$ cat src/rtl/core/pcr_pkg.sv
// Shared types and constants for the pointer chain relocator.
package pcr_pkg;

	localparam int ADDR_WIDTH_DEF  = 32;
	localparam int QUEUE_DEPTH_DEF = 2;
	localparam int PADDR_W         = 3;
	localparam int NEXT_W          = 30;

	// Input command codes
	localparam logic [1:0] CMD_HEADER = 2'd0;
	localparam logic [1:0] CMD_START  = 2'd1;
	localparam logic [1:0] CMD_NODE   = 2'd2;

	// Error codes
	localparam logic [1:0] ERR_NONE   = 2'd0;
	localparam logic [1:0] ERR_WIDTH  = 2'd1;
	localparam logic [1:0] ERR_OFFSET = 2'd2;

	// Register select (paddr bit 2)
	localparam int         REG_SEL_BIT = 2;
	localparam logic       REG_BASE    = 1'b0;
	localparam logic       REG_TABLE   = 1'b1;

	localparam logic [31:0] WIDTH_ERR_MIN  = 32'd20;
	localparam logic [31:0] WIDTH_CLAMP    = 32'd30;
	localparam logic [4:0]  NEXT_WIDTH_MAX = 5'd30;
	localparam logic [4:0]  FIELD_TOTAL    = 5'd31;
	localparam logic [31:0] OFFSET_LIMIT   = 32'h0500_0000;
	localparam logic [23:0] ENTRIES_MAX    = 24'hFF_FFFF;

	typedef enum logic [1:0] {
		OP_NONE   = 2'd0,
		OP_HEADER = 2'd1,
		OP_START  = 2'd2,
		OP_NODE   = 2'd3
	} op_kind_t;

	typedef struct packed {
		op_kind_t          kind;
		logic [1:0]        error;
		logic              table_done;
		logic [31:0]       addr;
		logic [31:0]       offset;
		logic [NEXT_W-1:0] next;
	} pcr_op_t;

endpackage

$ cat src/rtl/core/pcr_front.sv
// Front end: accept input words, track header and table count, decode node words.
module pcr_front
	import pcr_pkg::*;
(
	input  logic        clk,
	input  logic        arst_n,
	input  logic        in_valid,
	output logic        in_ready,
	input  logic [1:0]  cmd,
	input  logic [31:0] word,
	input  logic [31:0] base_address,
	input  logic [23:0] table_entries,
	input  logic        queue_full,
	output logic        push,
	output pcr_op_t     op
);

	logic [4:0]  next_width_q;
	logic [23:0] entries_seen_q;
	logic [23:0] entries_inc;
	logic [4:0]  k;
	logic [4:0]  k_msb;
	logic [31:0] fmask;
	logic [30:0] next_raw;

	assign in_ready = !queue_full;
	assign push     = in_valid && !queue_full;

	assign entries_inc = (entries_seen_q != ENTRIES_MAX) ? entries_seen_q + 24'd1
	                                                     : entries_seen_q;
	assign k        = FIELD_TOTAL - next_width_q;
	assign k_msb    = k - 5'd1;
	assign fmask    = (32'd1 << k) - 32'd1;
	assign next_raw = word[30:0] >> k;

	always_comb begin
		op            = '0;
		op.kind       = OP_NONE;
		op.error      = ERR_NONE;
		unique case (cmd)
			CMD_HEADER: begin
				op.kind = OP_HEADER;
				if (word >= WIDTH_ERR_MIN) begin
					op.error = ERR_WIDTH;
				end
			end
			CMD_START: begin
				op.kind       = OP_START;
				op.addr       = base_address + word;
				op.table_done = (entries_inc == table_entries);
				if (word >= OFFSET_LIMIT) begin
					op.error = ERR_OFFSET;
				end
			end
			CMD_NODE: begin
				op.kind = OP_NODE;
				if (!word[31]) begin
					op.offset = (word & fmask) | (word[k_msb] ? ~fmask : 32'd0);
					op.next   = next_raw[NEXT_W-1:0];
				end else begin
					// bit 30 picks full negative word or the low 31 bits
					op.offset = word[30] ? word : {1'b0, word[30:0]};
				end
			end
			default: begin
				op.kind = OP_NONE;
			end
		endcase
	end

	always_ff @(posedge clk or negedge arst_n) begin
		if (!arst_n) begin
			next_width_q   <= '0;
			entries_seen_q <= '0;
		end else if (push) begin
			if (cmd == CMD_HEADER) begin
				next_width_q   <= (word > WIDTH_CLAMP) ? NEXT_WIDTH_MAX : word[4:0];
				entries_seen_q <= 24'd1;
			end else if (cmd == CMD_START) begin
				entries_seen_q <= entries_inc;
			end
		end
	end

endmodule

$ cat src/rtl/core/pcr_queue.sv
// Small FIFO of decoded operations between front and back.
module pcr_queue
	import pcr_pkg::*;
#(
	parameter int DEPTH = QUEUE_DEPTH_DEF
) (
	input  logic    clk,
	input  logic    arst_n,
	input  logic    push,
	input  pcr_op_t din,
	input  logic    pop,
	output pcr_op_t dout,
	output logic    full,
	output logic    empty
);

	localparam int IdxW = $clog2(DEPTH);
	localparam int CntW = $clog2(DEPTH + 1);

	pcr_op_t         mem_q [DEPTH];
	logic [IdxW-1:0] wr_ptr_q;
	logic [IdxW-1:0] rd_ptr_q;
	logic [CntW-1:0] count_q;

	assign full  = (count_q == CntW'(DEPTH));
	assign empty = (count_q == '0);
	assign dout  = mem_q[rd_ptr_q];

	always_ff @(posedge clk) begin
		if (push) begin
			mem_q[wr_ptr_q] <= din;
		end
	end

	always_ff @(posedge clk or negedge arst_n) begin
		if (!arst_n) begin
			wr_ptr_q <= '0;
			rd_ptr_q <= '0;
			count_q  <= '0;
		end else begin
			if (push) begin
				wr_ptr_q <= (wr_ptr_q == IdxW'(DEPTH - 1)) ? '0 : wr_ptr_q + 1'b1;
			end
			if (pop) begin
				rd_ptr_q <= (rd_ptr_q == IdxW'(DEPTH - 1)) ? '0 : rd_ptr_q + 1'b1;
			end
			if (push && !pop) begin
				count_q <= count_q + 1'b1;
			end else if (pop && !push) begin
				count_q <= count_q - 1'b1;
			end
		end
	end

	a_count_range: assert property (@(posedge clk) disable iff (!arst_n)
		count_q <= CntW'(DEPTH)) else $error("queue count beyond depth");
	a_no_pop_empty: assert property (@(posedge clk) disable iff (!arst_n)
		pop |-> !empty) else $error("pop from empty queue");
	a_no_push_full: assert property (@(posedge clk) disable iff (!arst_n)
		push |-> !full) else $error("push into full queue");

endmodule

$ cat src/rtl/core/pcr_back.sv
// Back end: walk the chain address, form the write-back and next read, hold the result.
module pcr_back
	import pcr_pkg::*;
#(
	parameter int ADDR_WIDTH = ADDR_WIDTH_DEF
) (
	input  logic        clk,
	input  logic        arst_n,
	input  pcr_op_t     op,
	input  logic        op_valid,
	output logic        pop,
	output logic        out_valid,
	input  logic        out_ready,
	output logic        write_enable,
	output logic [31:0] write_address,
	output logic [31:0] write_data,
	output logic        read_enable,
	output logic [31:0] read_address,
	output logic        chain_done,
	output logic        table_done,
	output logic [1:0]  error
);

	localparam int NaW = (ADDR_WIDTH < 32) ? ADDR_WIDTH : 32;

	logic [NaW-1:0] node_q;
	logic [31:0]    node_ext;
	logic [NaW-1:0] node_nxt;
	logic [NaW-1:0] start_addr;
	logic           has_next;
	logic           load;

	logic        out_valid_q;
	logic        write_enable_q;
	logic [31:0] write_address_q;
	logic [31:0] write_data_q;
	logic        read_enable_q;
	logic [31:0] read_address_q;
	logic        chain_done_q;
	logic        table_done_q;
	logic [1:0]  error_q;

	assign load       = op_valid && (!out_valid_q || out_ready);
	assign pop        = load;
	assign node_ext   = 32'(node_q);
	assign node_nxt   = NaW'(node_ext + 32'(op.next));
	assign start_addr = NaW'(op.addr);
	assign has_next   = (op.next != '0);

	always_ff @(posedge clk or negedge arst_n) begin
		if (!arst_n) begin
			out_valid_q <= 1'b0;
			node_q      <= '0;
		end else begin
			if (load) begin
				out_valid_q <= 1'b1;
			end else if (out_ready) begin
				out_valid_q <= 1'b0;
			end
			if (load && op.kind == OP_START) begin
				node_q <= start_addr;
			end else if (load && op.kind == OP_NODE && has_next) begin
				node_q <= node_nxt;
			end
		end
	end

	always_ff @(posedge clk) begin
		if (load) begin
			write_enable_q  <= 1'b0;
			write_address_q <= '0;
			write_data_q    <= '0;
			read_enable_q   <= 1'b0;
			read_address_q  <= '0;
			chain_done_q    <= 1'b0;
			table_done_q    <= op.table_done;
			error_q         <= op.error;
			case (op.kind)
				OP_START: begin
					read_enable_q  <= 1'b1;
					read_address_q <= 32'(start_addr);
				end
				OP_NODE: begin
					write_enable_q  <= 1'b1;
					write_address_q <= node_ext;
					write_data_q    <= node_ext + op.offset;
					if (has_next) begin
						read_enable_q  <= 1'b1;
						read_address_q <= 32'(node_nxt);
					end else begin
						chain_done_q <= 1'b1;
					end
				end
				default: begin
				end
			endcase
		end
	end

	assign out_valid     = out_valid_q;
	assign write_enable  = write_enable_q;
	assign write_address = write_address_q;
	assign write_data    = write_data_q;
	assign read_enable   = read_enable_q;
	assign read_address  = read_address_q;
	assign chain_done    = chain_done_q;
	assign table_done    = table_done_q;
	assign error         = error_q;

	a_done_no_read: assert property (@(posedge clk) disable iff (!arst_n)
		out_valid_q |-> !(chain_done_q && read_enable_q))
		else $error("chain end with a pending read");
	a_load_sets_valid: assert property (@(posedge clk) disable iff (!arst_n)
		load |=> out_valid_q) else $error("loaded result not presented");

endmodule

$ cat src/rtl/core/pointer_chain_relocator.sv
// Top level of the pointer chain relocator: config registers and front/queue/back wiring.
//
// Usage:
//   Input channel (in_valid/in_ready, cmd, word) carries one word per item:
//   cmd 0 is the table header (next-field width), cmd 1 a chain start offset
//   from base_address, cmd 2 a node word returned by a memory read.
//   Output channel (out_valid/out_ready) returns exactly one result per item:
//   an optional write-back (write_enable/address/data), an optional next read
//   (read_enable/read_address), chain_done, table_done and an error code.
//   The APB port holds base_address (0x0) and table_entries (0x4); write them
//   only while the block is idle. pready is tied high.
// Timing:
//   The word enters the operation queue at its accept edge, is read straight
//   out of it and lands in the back end's result register once that register
//   is free. Throughput is one item per cycle while out_ready holds high; the
//   node-address update in the back end is a single add, so chained node
//   words may follow back to back.
// Stall:
//   When out_ready drops, the result register holds and the queue fills; the
//   input drops in_ready only once the queue is full. No result is lost.
// Reset:
//   arst_n clears the registers, header width, table count, node address and
//   the queue; the block can accept items as soon as reset is released.
module pointer_chain_relocator
	import pcr_pkg::*;
#(
	parameter int ADDR_WIDTH  = ADDR_WIDTH_DEF,
	parameter int QUEUE_DEPTH = QUEUE_DEPTH_DEF
) (
	input  logic               clk,
	input  logic               arst_n,
	// APB configuration port
	input  logic               psel,
	input  logic               penable,
	input  logic               pwrite,
	input  logic [PADDR_W-1:0] paddr,
	input  logic [31:0]        pwdata,
	output logic [31:0]        prdata,
	output logic               pready,
	// Input word channel
	input  logic               in_valid,
	output logic               in_ready,
	input  logic [1:0]         cmd,
	input  logic [31:0]        word,
	// Result channel
	output logic               out_valid,
	input  logic               out_ready,
	output logic               write_enable,
	output logic [31:0]        write_address,
	output logic [31:0]        write_data,
	output logic               read_enable,
	output logic [31:0]        read_address,
	output logic               chain_done,
	output logic               table_done,
	output logic [1:0]         error
);

	logic [31:0] base_address_q;
	logic [23:0] table_entries_q;
	logic        cfg_write;

	pcr_op_t front_op;
	pcr_op_t queue_op;
	logic    push;
	logic    pop;
	logic    queue_full;
	logic    queue_empty;

	// Register file: write on the APB access phase, read back with zero fill.
	assign pready    = 1'b1;
	assign cfg_write = psel && penable && pwrite && pready;

	always_ff @(posedge clk or negedge arst_n) begin
		if (!arst_n) begin
			base_address_q  <= '0;
			table_entries_q <= '0;
		end else if (cfg_write) begin
			if (paddr[REG_SEL_BIT] == REG_BASE) begin
				base_address_q <= pwdata;
			end else begin
				table_entries_q <= pwdata[23:0];
			end
		end
	end

	always_comb begin
		if (paddr[REG_SEL_BIT] == REG_TABLE) begin
			prdata = 32'(table_entries_q);
		end else begin
			prdata = base_address_q;
		end
	end

	// Front end: classify each word, decode node fields, count table entries.
	pcr_front u_front (
		.clk           (clk),
		.arst_n        (arst_n),
		.in_valid      (in_valid),
		.in_ready      (in_ready),
		.cmd           (cmd),
		.word          (word),
		.base_address  (base_address_q),
		.table_entries (table_entries_q),
		.queue_full    (queue_full),
		.push          (push),
		.op            (front_op)
	);

	// Decouple: let the front keep accepting while the result waits.
	pcr_queue #(
		.DEPTH (QUEUE_DEPTH)
	) u_queue (
		.clk    (clk),
		.arst_n (arst_n),
		.push   (push),
		.din    (front_op),
		.pop    (pop),
		.dout   (queue_op),
		.full   (queue_full),
		.empty  (queue_empty)
	);

	// Back end: advance the chain address and drive the result register.
	pcr_back #(
		.ADDR_WIDTH (ADDR_WIDTH)
	) u_back (
		.clk           (clk),
		.arst_n        (arst_n),
		.op            (queue_op),
		.op_valid      (!queue_empty),
		.pop           (pop),
		.out_valid     (out_valid),
		.out_ready     (out_ready),
		.write_enable  (write_enable),
		.write_address (write_address),
		.write_data    (write_data),
		.read_enable   (read_enable),
		.read_address  (read_address),
		.chain_done    (chain_done),
		.table_done    (table_done),
		.error         (error)
	);

endmodule

$ cat config.mk
export PLATFORM = sky130hd
export DESIGN_NAME = pointer_chain_relocator
export DESIGN_NICKNAME = d
export VERILOG_FILES = /design/src/rtl/core/pcr_pkg.sv /design/src/rtl/core/pcr_front.sv /design/src/rtl/core/pcr_queue.sv /design/src/rtl/core/pcr_back.sv /design/src/rtl/core/pointer_chain_relocator.sv
export SDC_FILE = /design/constraint.sdc
export NUM_CORES = 1
export LEC_CHECK = 0
export ABC_AREA = 0
export BUFFER_PORTS_ARGS = -buffer_cell sky130_fd_sc_hd__buf_2
export CORE_ASPECT_RATIO = 2
export CORE_MARGIN = 10
export CORE_UTILIZATION = 60
export DETAILED_ROUTE_END_ITERATION = 10
export PLACE_DENSITY = 0.89
export SKIP_CTS_REPAIR_TIMING = 1
export SYNTH_ARGS = -nofsm -noshare
export SYNTH_HDL_FRONTEND = slang
export SYNTH_SLANG_ARGS = --single-unit
$ cat constraint.sdc
create_clock -name clk -period 10.3 [get_ports clk]
set_input_delay 2.06 -clock clk [delete_from_list [all_inputs] [get_ports clk]]
set_output_delay 2.06 -clock clk [all_outputs]
set_load 0.01 [all_outputs]
# ---- After elaboration in Yosys (flattened, before gate mapping)
# Memory sizes are Yosys's and may differ from the RTL's.
# Cells that the tools add are included.
dict set report totals {
  regBits 224
  latchBits 0
  ramBits 198
  rom_bits 0
  inputBits 76
  out_inout_bits 137
  word_cells 105
  mem_count 1
}
# memory depth word_bits rd rd_ports_with_merged_regs write_ports line_no
set memory_table {}
lappend memory_table {u_queue.mem_q 2 99 1 0 1 pcr_queue.sv:20} ;# pcr_op_t mem_q [DEPTH];
dict set report classes {
  add_sub_neg 11
  mul 0
  div_mod_pow 0
  magnitude_cmp 4
  n_eq_ne 7
  shifts 2
  n_mux 33
  n_bitwise 4
  n_reduce_logical 26
}
# operator n
set op_table {}
lappend op_table {{$mux W32} 7}
lappend op_table {{$mux W24} 3}
lappend op_table {{$add A32 B32 Y32} 2}
lappend op_table {{$pmux W32 S2} 1}
lappend op_table {{$mux W62} 1}
lappend op_table {{$mux W33} 1}
lappend op_table {{$add A32 B30 Y32} 1}
lappend op_table {{$and A32 B32 Y32} 1}
lappend op_table {{$ge A32 B27 Y1 const B} 1}
lappend op_table {{$ge A32 B5 Y1 const B} 1}
lappend op_table {{$gt A32 B5 Y1 const B} 1}
lappend op_table {{$not A32 Y32} 1}
lappend op_table {{$or A32 B32 Y32} 1}
lappend op_table {{$shl A1 B5 Y32 const A} 1}
lappend op_table {{$sub A32 B1 Y32 const B} 1}
lappend op_table {{$shr A31 B5 Y30} 1}
lappend op_table {{$mux W30} 1}
lappend op_table {{$reduce_bool A30 Y1} 1}
lappend op_table {{$add A24 B1 Y24 const B} 1}
lappend op_table {{$eq A24 B24 Y1} 1}
lappend op_table {{$ne A24 B24 Y1 const B} 1}
lappend op_table {{$mux W1} 11}
lappend op_table {{$logic_and A1 B1 Y1} 9}
lappend op_table {{$eq A2 B2 Y1 const B} 4}
lappend op_table {{19 further kinds} 33}

# ---- Depth between registers and ports, before layout
dict set report logic_depth {
  word_depth 8
  mapped_depth 17
  mapped_depth_nobuf 13
}

# ---- Cells and area by module
# Synthesis repeated with hierarchy kept, for this count alone.
dict set report hier_totals {
  cells_unflattened 2388
  area_unflattened_um2 26522.9
}
# mod n_inst cells_per_inst area_per_inst_um2 seq_area_each_um2
set by_module_without_submodules {}
lappend by_module_without_submodules {pcr_back 1 861 8603.3 3888.7}
lappend by_module_without_submodules {pcr_queue 1 324 7830.0 6045.8}
lappend by_module_without_submodules {pcr_front 1 1045 7482.2 725.7}
lappend by_module_without_submodules {pointer_chain_relocator 1 158 2607.5 1401.3}

# ---- Worst setup path after synthesis
# Ideal clock, no wire load.
dict set report synth_path {
  path_kind {input -> register}
  startpoint {input in_valid}
  endpoint {memory u_queue.mem_q[0][0] (netlist name), enable pin}
  setup_time_ns 0.558
  t_arrival_ns 6.290
  t_required_ns 9.742
  path_slack_ns 3.452
  stages 2
  n_path_buf 0
  cell_sequence {nand2_1 nor2_1}
}
dict set report synth_between {
  elab_chain_cells 3
}
# element line_no
set synth_lines {}
lappend synth_lines {{start: declaration} pointer_chain_relocator.sv:41} ;# input logic in_valid,
lappend synth_lines {{$logic_and A1 B1 Y1} pcr_front.sv:27} ;# assign push = in_valid && !queue_full;
lappend synth_lines {{$mux W1} pcr_queue.sv:30} ;# if (push) begin
lappend synth_lines {{$mux W1 (not written as such)} pcr_queue.sv:31} ;# mem_q[wr_ptr_q] <= din;
lappend synth_lines {{end: declaration} pcr_queue.sv:20}
# Every way passes these cells.

# ---- Worst setup path in the final report
dict set report layout_path {
  startpoint {input paddr[2]}
  endpoint {output prdata[10]}
}
dict set report layout_between {
  elab_chain_cells 1
}
# element line_no
set layout_lines {}
lappend layout_lines {{start: declaration} pointer_chain_relocator.sv:36} ;# input logic [PADDR_W-1:0] paddr,
lappend layout_lines {{$mux W32} pointer_chain_relocator.sv:87} ;# if (paddr[REG_SEL_BIT] == REG_TABLE) begin
lappend layout_lines {{end: declaration} pointer_chain_relocator.sv:38} ;# output logic [31:0] prdata,
# Every way passes these cells.

==> summary.md <==
| Metric | Value |
|---|---|
| R2r startpoint | u_queue.rd_ptr_q |
| I/O pin count | 213 |
| Gr usage total | 30.8% |
| VDD IR max | about 0.00020 V |
| Die Height | 312 um |
| Sequential element share of the synthesized area | between 40% and 50% |
| HP Class | reg -> reg |
| Buf/Inv on CP | 2 |
| Reg2Reg Depth | 11 |
| Vias per cell | 6.53 |
| Adder-cell share of the synthesized area | around 5.3% |
| DRT antenna net count | 0 |
| Total grt overflow | 0 |
| Place WS | 4.91 ns |
| Htree depth | 2 |
| Worst-Margin Slew | 1.16 ns |
| Synth Area in Compound Gates | 14.3% |
| Global-route wire length before repair | 123 mm |
| Hold depth | 2 |
| Startpoint class of the critical path | primary input |
| Peak Freq | 189 MHz |
| Die Wd | between 150 and 200 um |
| Post-Synthesis Cells | roughly 2400 |
| Final Hold Vio Count | 0 |
| Endpoint class of the critical path | output port |
| Sink Count | around 420 |
| Vias in the first global route | 20300 |
| Per-cell routed wire length | about 27 um |
| Largest net degree at the start of global routing | 81 |
| Avg Inst Size Synth | 10.8 um^2 |
| Residual DRC count | 0 |
| Mux cell area share after synthesis | between 10% and 20% |
| Post-route setup slack | between 5 and 6 ns |
| Main combinational cell family by area after synthesis | compound AO/OA/AOI/OAI gates |
| Final WL | 82.5 mm |
| CTS buffer count | 37 |
| CTS max path bufs | 3 |
| Critical Path Max Stage Delay | between 0.5 and 0.6 ns |
| CP max FO | 34 |
| CTS tree | yes |
| Yosys synthesis warning count | 0 |
| Vias | roughly 20000 |
| Hold Path End | u_back.out_valid |
| DR pass1 iterations | 5 |
| Count of different cell masters after synthesis | 90 |
| Starting Density | 60.8% |
| Area of the multi-input gates | 12800 um^2 |
| Synth area leaders | edfxtp_1, dfrtp_1, mux2_2 |
| Critical path type | in -> out |
| Crit path DAT | 3.24 ns |
| Fill count | 3245 |
| Area Overhead vs Synth | 10.1% |
| CP Cell Sequence | buf_2 > mux2_2 > buf_2 |
| CP delay by family, top | buffers and inverters |
| Slew Viols, Final | 0 |
| Fraction of layout cells with a size suffix above 1 | 20.3% |
| Min Tclk post-route | 5.30 ns |
| Starting DRT DRC Count | 1425 |
| Outcome | finished clean |
| Initial antenna violation count | 1 |
| Final setup violation count | 0 |
| Post-synth EDFFs | 300 |
| Post-synth top flop | edfxtp_1 |
| Cell repeated most along the worst path | buf_2 |
| Routability cong. | 0.981 |
| Worst endpoint required time | 8.24 ns |
| Cell Pwr Density | 339 nW/um^2 |
| Core Area | 41900 um^2 |
| Area share of the largest cell type after synthesis | 35.3% |
| Worst-Skew Late Latency | 0.55 ns |
| Post-DP HPWL | ~64 mm |
| Root Buffer | clkbuf_16 |
| Yosys reg bits | 422 |
| FF+latch area | 12100 um^2 |
| R2R Setup Slk | 5.05 ns |
| Final TNS setup | 0 ns |
| Relative slew margins | 22.2% |
| Worst r2r dst | u_back.read_address[31] |
| Die area | 51600 um^2 |
| Slowest CP cell | buf_2 |
| Yosys top cell by area | edfxtp_1 |
| Crit share post-route | 51.4% |
| Rows | 106 |
| Simple-Gate Fraction of Synth Area | a little over an eighth |
| Syn_nets | 2544 |
| Clock Pin Slew Worst Setup and Hold Paths | roughly 0.070 ns |
| Post-Route Skew | 0.0130 ns |
| Mapped Area | about 25000 um^2 |
| Core Util, Final | about 67% |
| Maxcap violations | 0 |
| Synth Area in XOR/XNOR | 4.22% |
| Ys async rst share | 28.9% |
| Pleak | ~0.011 uW |
| RSZ-0062 raised after global routing | no |
| Port Buffers | ~210 |
| Worst setup path start | paddr[2] |
| Post-layout nets | 2689 |
| Hold path startpoint | u_back.out_valid |
-- Yosys cell counts (29+ instances only) --
master and n:
ha_1 103, a21o_1 52, nor2_1 214, xor2_1 46
a21oi_1 155, xnor2_1 75, dfrtp_1 122, nor3_1 36
mux2i_1 100, inv_1 29, and2_1 66, edfxtp_1 300
clkbuf_1 79, nor2b_1 35, mux2_2 157, o21ai_0 145
nand3_1 48, nand2_1 153
-- worst reg2reg max path: stages, from the launching register on --
cell and delay, ns:
dfrtp_4 0.47, buf_4 0.63, mux2_2 0.53, ha_1 0.36, a2111oi_0 0.52, o21ai_1 0.25
a32oi_1 0.48, o211ai_1 0.23, a311oi_1 0.78, o21ai_0 0.40, xnor2_1 0.24, o22ai_1 0.10
-- registers in the layout (all words and copies together), names as in the netlist --
signal	count
u_queue.count_q	2
u_queue.mem_q	198
u_back.error	2
u_back.chain_done	1
u_back.write_data	32
u_front.next_width_q	5
u_back.table_done	1
base_address_q	32
table_entries_q	24
u_back.read_address	32
u_queue.wr_ptr_q	1
u_queue.rd_ptr_q	1
u_back.node_ext	32
u_back.write_address	32
u_back.read_enable	1
u_front.entries_seen_q	24
u_back.out_valid	1
u_back.write_enable	1
-- per-stage QoR --
step / power, uW / area [um^2] / instances / hold slack, ns
2_1_floorplan: 6440 / 25500 / 2362 / 0.461
3_3_place_gp: 7960 / 26900 / 3008 / 0.483
3_5_place_dp: 8070 / 26900 / 3008 / 0.511
4_1_cts: 9450 / 28100 / 3073 / 0.528
5_1_grt: 10000 / 28100 / 3074 / 0.561
6_report: 9510 / 28100 / 3076 / 0.535
-- cell families (layout without fill, tap and decap cells) --
logic type,count (synthesis),count (layout)
other,1,4
multiplexers,279,279
AND/OR/NAND/NOR,695,695
AO/OA/AOI/OAI,579,579
flip-flops,422,422
buffers and inverters,158,329
adder cells (fa/ha/maj),106,106
XOR/XNOR,122,122
-- where the power goes --
part,internal [uW],switching [uW]
sequential,2540,467
combinational,1970,3180
clock,724,626
-- worst max-delay path by stage --
stage | end | slack [ns] | cells after the start
CTS | prdata[6] | 5.02 | 3
global route | u_back.read_address[31] | 4.86 | 11
finish | prdata[10] | 5.00 | 3
global placement | u_queue.mem_q[0][92] | 5.00 | 12
detailed placement | u_queue.mem_q[1][92] | 4.91 | 12
floorplan | u_queue.mem_q[0][0] | 3.45 | 2
-- placed cells by master, fill, tap and decap left out, types with 24 or more instances in the layout --
master | Yosys | layout
edfxtp_1 | 300 | 300
nor2_1 | 214 | 213
buf_2 | 23 | 208
mux2_2 | 157 | 157
a21oi_1 | 155 | 154
nand2_1 | 153 | 153
o21ai_0 | 145 | 144
dfrtp_1 | 122 | 118
ha_1 | 103 | 103
mux2i_1 | 100 | 100
xnor2_1 | 75 | 75
and2_1 | 66 | 66
a21o_1 | 52 | 52
nand3_1 | 48 | 48
xor2_1 | 46 | 46
clkbuf_16 | 0 | 37
nor3_1 | 36 | 36
nor2b_1 | 35 | 35
inv_1 | 29 | 28
nor4_1 | 28 | 28
a31oi_1 | 28 | 28
o22ai_1 | 27 | 27
nand4_1 | 24 | 24
-- area by class of cell --
cell class,instances,share of cell area [%]
Clock buffer,44,3.41
Antenna cell,3,0.0268
Clock inverter,21,0.647
Multi-Input combinational cell,1782,45.7
Inverter,33,0.450
Timing Repair Buffer,231,4.32
Tap cell,540,2.41
Sequential cell,422,43.0
-- routing by layer --
metal | global-route usage (%) | share of wire, % | routed length (um)
met1 | 29.2 | 32 | 26100
met2 | 54.8 | 51 | 42300
met3 | 4.33 | 5.5 | 4520
met4 | 30.2 | 12 | 9610
met5 | 0 | 0 | 0
Power figures use the tool's default switching activity.
